$ cat src/design/qse_pkg.sv
// Package with shared constants, types and state codes of the quicksort engine.
`timescale 1ns / 1ps

package qse_pkg;

  localparam int unsigned DEPTH       = 32;
  localparam int unsigned VALUE_WIDTH = 32;
  localparam int unsigned IDX_W       = $clog2(DEPTH);
  localparam int unsigned CNT_W       = $clog2(DEPTH + 1);
  // Smaller part is worked first, so the pending-range stack stays near log2(DEPTH)
  localparam int unsigned STACK_DEPTH = IDX_W + 2;
  localparam int unsigned STK_W       = $clog2(STACK_DEPTH);
  localparam int unsigned TOP_W       = $clog2(STACK_DEPTH + 1);

  typedef logic [IDX_W-1:0]              idx_t;
  typedef logic [CNT_W-1:0]              cnt_t;
  typedef logic [TOP_W-1:0]              top_t;
  typedef logic signed [VALUE_WIDTH-1:0] val_t;

  typedef struct packed {
    idx_t lo;
    idx_t hi;
  } range_t;

  typedef enum logic [3:0] {
    ST_LOAD,
    ST_START,
    ST_POP,
    ST_RANGE,
    ST_PIVOT,
    ST_J_SCAN,
    ST_I_SCAN,
    ST_SWAP,
    ST_SPLIT,
    ST_OUT_LOAD,
    ST_OUT_HOLD
  } state_e;

endpackage

$ cat src/design/quicksort_engine_core.sv
// Quicksort engine: loads a set, sorts it in a synchronous store, emits it in order.
`timescale 1ns / 1ps

//  channel  | signals                                          | direction
//  ---------+--------------------------------------------------+----------
//  input    | in_valid_i, in_stall_o, value_i, last_i          | in
//  output   | out_valid_o, out_stall_i, sorted_value_o,        | out
//           | final_res_o, dropped_o                           |
//  config   | cfg_we_i, cfg_wdata_i (descending)               | in
//
//  Loading accepts one input transaction per cycle; the one flagged last starts the sort.
//  Sorting runs on the single-port-read element store, scanning, swapping and splitting
//  one range at a time while further ranges wait on the stack.
//  Each result is read from the store, then registered for output, and held while stalled.
//  No input is taken from the close of a set until its final result is delivered.
//  Reset clears control state only; the element store needs no clearing pass.

module quicksort_engine_core (
  input  logic                                  clk_i,
  input  logic                                  rst_ni,
  input  logic                                  cfg_we_i,
  input  logic                                  cfg_wdata_i,
  input  logic                                  in_valid_i,
  output logic                                  in_stall_o,
  input  logic signed [qse_pkg::VALUE_WIDTH-1:0] value_i,
  input  logic                                  last_i,
  output logic                                  out_valid_o,
  input  logic                                  out_stall_i,
  output logic signed [qse_pkg::VALUE_WIDTH-1:0] sorted_value_o,
  output logic                                  final_res_o,
  output logic                                  dropped_o
);

  qse_pkg::state_e state_q, state_d;
  qse_pkg::cnt_t   count_q, count_d;
  logic            ovf_q, ovf_d;
  logic            desc_q;
  qse_pkg::idx_t   lo_q, lo_d, hi_q, hi_d, i_q, i_d, j_q, j_d, q_q, q_d, k_q, k_d;
  qse_pkg::val_t   pivot_q, pivot_d, vi_q, vi_d, vj_q, vj_d;
  qse_pkg::val_t   out_val_q, out_val_d;
  logic            final_q, final_d;
  qse_pkg::top_t   top_q, top_d;

  // element store
  qse_pkg::val_t   mem [qse_pkg::DEPTH];
  qse_pkg::val_t   rdata_q;
  qse_pkg::idx_t   raddr;
  logic            mem_we;
  qse_pkg::idx_t   waddr;
  qse_pkg::val_t   wdata;

  // pending-range stack
  qse_pkg::range_t stk [qse_pkg::STACK_DEPTH];
  logic            stk_we;
  qse_pkg::range_t stk_wdata;
  qse_pkg::range_t stk_rdata_q;

  qse_pkg::idx_t   qa, left_len, right_len;

  // Order test: a goes before b in the selected direction
  function automatic logic goes_before(qse_pkg::val_t a, qse_pkg::val_t b, logic desc);
    goes_before = desc ? (a > b) : (a < b);
  endfunction

  // Split-point clamp and part lengths
  assign qa        = (q_q >= hi_q) ? hi_q - qse_pkg::idx_t'(1) : q_q;
  assign left_len  = qa - lo_q;
  assign right_len = hi_q - qa - qse_pkg::idx_t'(1);

  // Configuration register
  always_ff @(posedge clk_i or negedge rst_ni) begin
    if (!rst_ni) begin
      desc_q <= 1'b0;
    end else if (cfg_we_i) begin
      desc_q <= cfg_wdata_i;
    end
  end

  // Control registers
  always_ff @(posedge clk_i or negedge rst_ni) begin
    if (!rst_ni) begin
      state_q <= qse_pkg::ST_LOAD;
      count_q <= '0;
      ovf_q   <= 1'b0;
      top_q   <= '0;
    end else begin
      state_q <= state_d;
      count_q <= count_d;
      ovf_q   <= ovf_d;
      top_q   <= top_d;
    end
  end

  // Datapath registers
  always_ff @(posedge clk_i) begin
    lo_q      <= lo_d;
    hi_q      <= hi_d;
    i_q       <= i_d;
    j_q       <= j_d;
    q_q       <= q_d;
    k_q       <= k_d;
    pivot_q   <= pivot_d;
    vi_q      <= vi_d;
    vj_q      <= vj_d;
    out_val_q <= out_val_d;
    final_q   <= final_d;
  end

  // Element store: one write and one registered read per cycle
  always_ff @(posedge clk_i) begin
    if (mem_we) begin
      mem[waddr] <= wdata;
    end
    rdata_q <= mem[raddr];
  end

  // Range stack: push at the top, registered read of the top entry (ready by pop)
  always_ff @(posedge clk_i) begin
    if (stk_we) begin
      stk[qse_pkg::STK_W'(top_q)] <= stk_wdata;
    end
    stk_rdata_q <= stk[qse_pkg::STK_W'(top_q - qse_pkg::top_t'(1))];
  end

  // Next state and datapath control
  always_comb begin
    state_d   = state_q;
    count_d   = count_q;
    ovf_d     = ovf_q;
    top_d     = top_q;
    lo_d      = lo_q;
    hi_d      = hi_q;
    i_d       = i_q;
    j_d       = j_q;
    q_d       = q_q;
    k_d       = k_q;
    pivot_d   = pivot_q;
    vi_d      = vi_q;
    vj_d      = vj_q;
    out_val_d = out_val_q;
    final_d   = final_q;
    raddr     = '0;
    mem_we    = 1'b0;
    waddr     = '0;
    wdata     = value_i;
    stk_we    = 1'b0;
    stk_wdata = '{lo: lo_q, hi: hi_q};

    case (state_q)
      qse_pkg::ST_LOAD: begin
        // Store the element, or drop it when the store is full
        if (in_valid_i) begin
          if (count_q == qse_pkg::cnt_t'(qse_pkg::DEPTH)) begin
            ovf_d = 1'b1;
          end else begin
            mem_we  = 1'b1;
            waddr   = qse_pkg::idx_t'(count_q);
            count_d = count_q + qse_pkg::cnt_t'(1);
          end
          if (last_i) begin
            state_d = qse_pkg::ST_START;
          end
        end
      end

      qse_pkg::ST_START: begin
        top_d = '0;
        lo_d  = '0;
        hi_d  = qse_pkg::idx_t'(count_q - qse_pkg::cnt_t'(1));
        if (count_q < qse_pkg::cnt_t'(2)) begin
          k_d     = '0;
          raddr   = '0;
          state_d = qse_pkg::ST_OUT_LOAD;
        end else begin
          state_d = qse_pkg::ST_RANGE;
        end
      end

      qse_pkg::ST_POP: begin
        // Take the next pending range, or start output when none is left
        if (top_q == '0) begin
          k_d     = '0;
          raddr   = '0;
          state_d = qse_pkg::ST_OUT_LOAD;
        end else begin
          lo_d    = stk_rdata_q.lo;
          hi_d    = stk_rdata_q.hi;
          top_d   = top_q - qse_pkg::top_t'(1);
          state_d = qse_pkg::ST_RANGE;
        end
      end

      qse_pkg::ST_RANGE: begin
        if (lo_q < hi_q) begin
          i_d     = lo_q;
          j_d     = hi_q;
          raddr   = lo_q;
          state_d = qse_pkg::ST_PIVOT;
        end else begin
          state_d = qse_pkg::ST_POP;
        end
      end

      qse_pkg::ST_PIVOT: begin
        pivot_d = rdata_q;
        raddr   = j_q;
        state_d = qse_pkg::ST_J_SCAN;
      end

      qse_pkg::ST_J_SCAN: begin
        // Walk j down past elements that belong after the pivot
        if (j_q > lo_q && goes_before(pivot_q, rdata_q, desc_q)) begin
          j_d   = j_q - qse_pkg::idx_t'(1);
          raddr = j_q - qse_pkg::idx_t'(1);
        end else begin
          vj_d    = rdata_q;
          raddr   = i_q;
          state_d = qse_pkg::ST_I_SCAN;
        end
      end

      qse_pkg::ST_I_SCAN: begin
        // Walk i up past elements that belong before the pivot
        if (i_q < hi_q && goes_before(rdata_q, pivot_q, desc_q)) begin
          i_d   = i_q + qse_pkg::idx_t'(1);
          raddr = i_q + qse_pkg::idx_t'(1);
        end else if (i_q < j_q) begin
          mem_we  = 1'b1;
          waddr   = i_q;
          wdata   = vj_q;
          vi_d    = rdata_q;
          state_d = qse_pkg::ST_SWAP;
        end else begin
          q_d     = j_q;
          state_d = qse_pkg::ST_SPLIT;
        end
      end

      qse_pkg::ST_SWAP: begin
        // Finish the swap and narrow the window
        mem_we = 1'b1;
        waddr  = j_q;
        wdata  = vi_q;
        i_d    = i_q + qse_pkg::idx_t'(1);
        j_d    = j_q - qse_pkg::idx_t'(1);
        if ((qse_pkg::cnt_t'(i_q) + qse_pkg::cnt_t'(2)) <= qse_pkg::cnt_t'(j_q)) begin
          raddr   = j_q - qse_pkg::idx_t'(1);
          state_d = qse_pkg::ST_J_SCAN;
        end else begin
          q_d     = j_q - qse_pkg::idx_t'(1);
          state_d = qse_pkg::ST_SPLIT;
        end
      end

      qse_pkg::ST_SPLIT: begin
        // Push the larger part while the stack has a free slot, keep working on the smaller one
        if (top_q < qse_pkg::top_t'(qse_pkg::STACK_DEPTH)) begin
          stk_we = 1'b1;
          top_d  = top_q + qse_pkg::top_t'(1);
        end
        if (left_len < right_len) begin
          stk_wdata = '{lo: qa + qse_pkg::idx_t'(1), hi: hi_q};
          hi_d      = qa;
        end else begin
          stk_wdata = '{lo: lo_q, hi: qa};
          lo_d      = qa + qse_pkg::idx_t'(1);
        end
        state_d = qse_pkg::ST_RANGE;
      end

      qse_pkg::ST_OUT_LOAD: begin
        out_val_d = rdata_q;
        final_d   = ((qse_pkg::cnt_t'(k_q) + qse_pkg::cnt_t'(1)) == count_q);
        state_d   = qse_pkg::ST_OUT_HOLD;
      end

      qse_pkg::ST_OUT_HOLD: begin
        // Advance once the result transaction completes
        if (!out_stall_i) begin
          if (final_q) begin
            count_d = '0;
            ovf_d   = 1'b0;
            state_d = qse_pkg::ST_LOAD;
          end else begin
            k_d     = k_q + qse_pkg::idx_t'(1);
            raddr   = k_q + qse_pkg::idx_t'(1);
            state_d = qse_pkg::ST_OUT_LOAD;
          end
        end
      end

      default: begin
        state_d = qse_pkg::ST_LOAD;
      end
    endcase
  end

  assign in_stall_o     = (state_q != qse_pkg::ST_LOAD);
  assign out_valid_o    = (state_q == qse_pkg::ST_OUT_HOLD);
  assign sorted_value_o = out_val_q;
  assign final_res_o    = final_q;
  assign dropped_o      = ovf_q;

`ifndef ASSERT_OFF
  // After the final result of a set the block takes input again
  a_final_reopens: assert property (@(posedge clk_i) disable iff (!rst_ni)
    out_valid_o && !out_stall_i && final_res_o |=> !in_stall_o)
    else $error("input not reopened after final result");

  // Stack never grows past its slots
  a_stack_bound: assert property (@(posedge clk_i) disable iff (!rst_ni)
    top_q <= qse_pkg::top_t'(qse_pkg::STACK_DEPTH))
    else $error("range stack overrun");

  // Scan index j stays inside the current range
  a_j_in_range: assert property (@(posedge clk_i) disable iff (!rst_ni)
    state_q == qse_pkg::ST_J_SCAN |-> (j_q >= lo_q && j_q <= hi_q))
    else $error("scan index j left the range");

  // Store fill never exceeds its depth
  a_count_bound: assert property (@(posedge clk_i) disable iff (!rst_ni)
    count_q <= qse_pkg::cnt_t'(qse_pkg::DEPTH))
    else $error("element count exceeds store depth");
`endif

endmodule
$ cat config.mk
export PLATFORM = sky130hd
export DESIGN_NAME = quicksort_engine_core
export DESIGN_NICKNAME = d
export VERILOG_FILES = /design/src/design/qse_pkg.sv /design/src/design/quicksort_engine_core.sv
export SDC_FILE = /design/constraint.sdc
export NUM_CORES = 2
export LEC_CHECK = 0
export ABC_AREA = 1
export BUFFER_PORTS_ARGS = -buffer_cell sky130_fd_sc_hd__buf_2
export CORE_AREA = 5 5 342 344
export DETAILED_ROUTE_END_ITERATION = 10
export DIE_AREA = 0 0 347 349
export PLACE_DENSITY_LB_ADDON = 0.15
export RECOVER_POWER = 100
export SKIP_LAST_GASP = 1
export SLEW_MARGIN = 20
export SYNTH_ARGS = -nofsm -noshare
export SYNTH_HDL_FRONTEND = slang
export SYNTH_SLANG_ARGS = --single-unit
export TNS_END_PERCENT = 30
$ cat constraint.sdc
create_clock -name clk_i -period 7 [get_ports clk_i]
set_input_delay 0.35 -clock clk_i [delete_from_list [all_inputs] [get_ports clk_i]]
set_output_delay 0.35 -clock clk_i [all_outputs]
set_load 0.05 [all_outputs]
==> flow_summary.toml <==
[outcome]
status = "complete, but fails checks"
violations = "max-capacitance violations, max-slew violations"

[pwr]
ir_drop_mv = 0.542
finalPower_uw = 30600
power_density_mw_per_mm2 = 472
leakage_uw = 0.0255

[hold_path]
min_path_type = "input pin to flop"
hold-path-endpoint = "state_q[1]"
holdPathStages = 5
hold_path.startpoint = "last_i"

[worst_setup_path]
ff2ff_setup_slack_ns = 0.74
crit_fanout = 18
cp_cell_sequence = "clkbuf_1 -> ha_1 -> nand2_1 -> inv_1 -> nand2_1 -> a21oi_1 -> nor2_1 -> nand2_1 -> nand2_1 -> nand2_1 -> nand2_1 -> nand3_1 -> nand2_1 -> inv_1 -> nand2_1 -> inv_1 -> nor2_1 -> inv_1 -> o21ai_0 -> nand2_1 -> nor2_4 -> clkbuf_1"
critPathCaptureType = "flop"
arrival_ns = 6.60
crit_family = "simple AND/OR/NAND/NOR gates"
worst_path_max_delay_cell = "clkbuf_1"
cpMostUsedCell = "nand2_1"
critical_path_class = "flop to flop"
startpoint_type = "flop"
max_stage_delay_ns = 1.03
ff2ff_path_depth = 22
reg2reg_from = "rdata_q[11]"
rr_endpoint = "mem[5][14]"
path_buf_inv = 6
worstPathRequired_ns = 7.34
critPathLaunch = "rdata_q[11]"

[yosys]
syn_area_per_cell_um2 = 10.8
yosysTopAreaCell = "edfxtp_1"
synth_top_area_share_pct = 64.4
synth_edf_count = 1253
seq_area_frac_synth_pct = 66.5
synth_fp_nets = 5547
synthArstFlopShare_pct = 1.15
ys_warn_count = 0
synth_area_leaders = "edfxtp_1 (64%), nand3_1 (9.6%), nand2_1 (7.0%), inv_1 (4.9%), nand3b_1 (2.9%)"
syn_area_mm2 = 0.0584
synth_cell_types = 49
yosys_most_used_dff = "edfxtp_1"
ys_seq_elements = 1310
synthCells = 5423

[cts]
cts_hold_buf = 5
clkSlewWorstSetupHoldPaths_ns = 0.06
cts.sinks = 1310
clockBufferDepth = 3
post_cts_buffers = 0
cts_resized = 0
htree_levels = 4
cts_buffers = 140
cts_tree = "done"
cts-root-buf = "clkbuf_16"
clk_latency_ns = 0.75

[detailed_routing]
drtAntennaViolNets = 0
drtPass1Iterations = 6
wire_per_inst_um = 21.8
dr.first_iter.drc_count = 4386
drt-vias-per-instance = 5.62
routed_wirelength_um = 154000
drc = 0
vias = 39800

[layout]
mostFrequentLayoutCell = "edfxtp_1"
instances_no_fill = 7075
antenna_cells = 0
drive_gt1_share_pct = 6.06
final_cell_mix = "edfxtp_1 (1253), nand3_1 (1114), nand2_1 (1096)"
fin_nets = 5573
postLayoutCellArea_mm2 = 0.0648
syn_to_final_growth_pct = 11.0

[global_route]
grt_max_degree = 198
grt_pass1_vias = 37400
grt_pass1_wl_um = 234000
grt.total_usage_pct = 25.2
gr-total-overflow = 0
antenna_found_initial = 3

[sta]
worst_slew_pin_slew_ns = 2.67
min_period_ns = 6.26
slew_viol_final = 993
rsz0062_at_grt = "false"
worst_slack_ns = 0.737
relSlewSlack_pct = -78.6
skew_ns = 0.0279
fin_tns_setup_ns = 0
finalHoldViolCount = 0
setup_viol = 0
fmaxAchievable_mhz = 160
post-route-period-util_pct = 89.5

[place]
hpwl_um = 89400
gp_congestion = 0.880
placed_cell_area_mm2 = 0.0607
io_buffers = 74
pre_cts_ws_ns = 1.55
dp.cells = 6810

[flow_run]
cap_violations = 37

[floorplan]
die_h_um = 349
die_area_mm2 = 0.121
coreArea_mm2 = 0.114
io_pins = 75
std_cell_rows = 124
initial_core_util_pct = 51.4
die_w_um = 347
-- sequential cells by signal, indices dropped and copies added (netlist names), 6 cells and up --
register	cells
mem	1024
stk	70
pivot_q	32
rdata_q	32
sorted_value_o	32
vi_q	32
vj_q	32
stk_rdata_q	10
count_q	6
-- per-stage QoR --
stage | hold slack (ns) | utilization, %
2_1_floorplan | 0.0544 | -
4_1_cts | 0.0398 | 57.4
3_3_place_gp | 0.296 | 53.2
5_1_grt | 0.105 | 57.1
6_report | 0.118 | 57.1
3_5_place_dp | 0.301 | 53.4
-- logic make-up (layout without fill, tap and decap cells) --
logic type / Yosys count / count (layout) / synth area share, %
AO/OA/AOI/OAI: 263 / 263 / 2.63
XOR/XNOR: 25 / 25 / 0.375
buffers and inverters: 1072 / 1212 / 7.45
AND/OR/NAND/NOR: 2668 / 2668 / 21.2
adder cells (fa/ha/maj): 85 / 85 / 1.85
flip-flops: 1310 / 1310 / 66.5
-- Yosys cell counts (3+ instances only) --
| cell | number |
|---|---|
| o21ai_0 | 129 |
| nand3_1 | 1115 |
| inv_1 | 757 |
| dfrtp_1 | 15 |
| o221ai_1 | 6 |
| nand2_1 | 1095 |
| xnor2_1 | 6 |
| nor2_1 | 201 |
| clkbuf_1 | 62 |
| ha_1 | 83 |
| clkinv_1 | 4 |
| o21a_1 | 6 |
| edfxtp_1 | 1253 |
| o211ai_1 | 38 |
| xor2_1 | 19 |
| nor3_1 | 10 |
| buf_2 | 222 |
| nand3b_1 | 224 |
| buf_4 | 11 |
| inv_2 | 7 |
| nand4_1 | 8 |
| o22ai_1 | 15 |
| a2111oi_0 | 4 |
| a31oi_1 | 11 |
| a21oi_1 | 41 |
| nand3_2 | 3 |
| dfxtp_1 | 42 |
| buf_1 | 8 |
-- worst max-delay path by stage --
stage / to / slack, ns / cells past startpoint
after floorplan: mem[12][0] / 1.30 / 19
final: mem[5][14] / 0.74 / 22
after global placement: stk[3][4] / 1.59 / 21
after detailed placement: stk[2][4] / 1.55 / 22
after CTS: stk[0][4] / 1.52 / 21
after global routing: mem[4][18] / 0.47 / 22
-- worst min-delay path: cells and delay by family --
family | cells | cell delay, ns
AO/OA/AOI/OAI | 1 | 0.09
buffers and inverters | 1 | 0.10
AND/OR/NAND/NOR | 3 | 0.27
-- cell type report --
| cell class | instances | area (um2) |
|---|---|---|
| Fill cell | 9636 | 48800 |
| Sequential cell | 1310 | 38800 |
| Multi-Input combinational cell | 3041 | 15300 |
| Clock buffer | 198 | 3880 |
| Inverter | 768 | 2890 |
| Tap cell | 1512 | 1890 |
| Timing Repair Buffer | 188 | 1450 |
| Clock inverter | 58 | 542 |
-- power breakdown --
| group | switching [uW] | internal [uW] | leakage [uW] |
|---|---|---|---|
| clock network | 3020 | 4110 | 0.00214 |
| registers | 477 | 9960 | 0.0118 |
| logic | 9540 | 3520 | 0.0115 |
-- routing by layer --
layer  global-route usage (%)  up-vias  wire, um
met5                        0        -         0
li1                         -    18500         -
met3                     4.48      239     12400
met1                     37.5    19400     68300
met4                     6.92        0      3720
met2                     38.7     1560     69900
No activity file was read; power rests on OpenSTA's default activity.
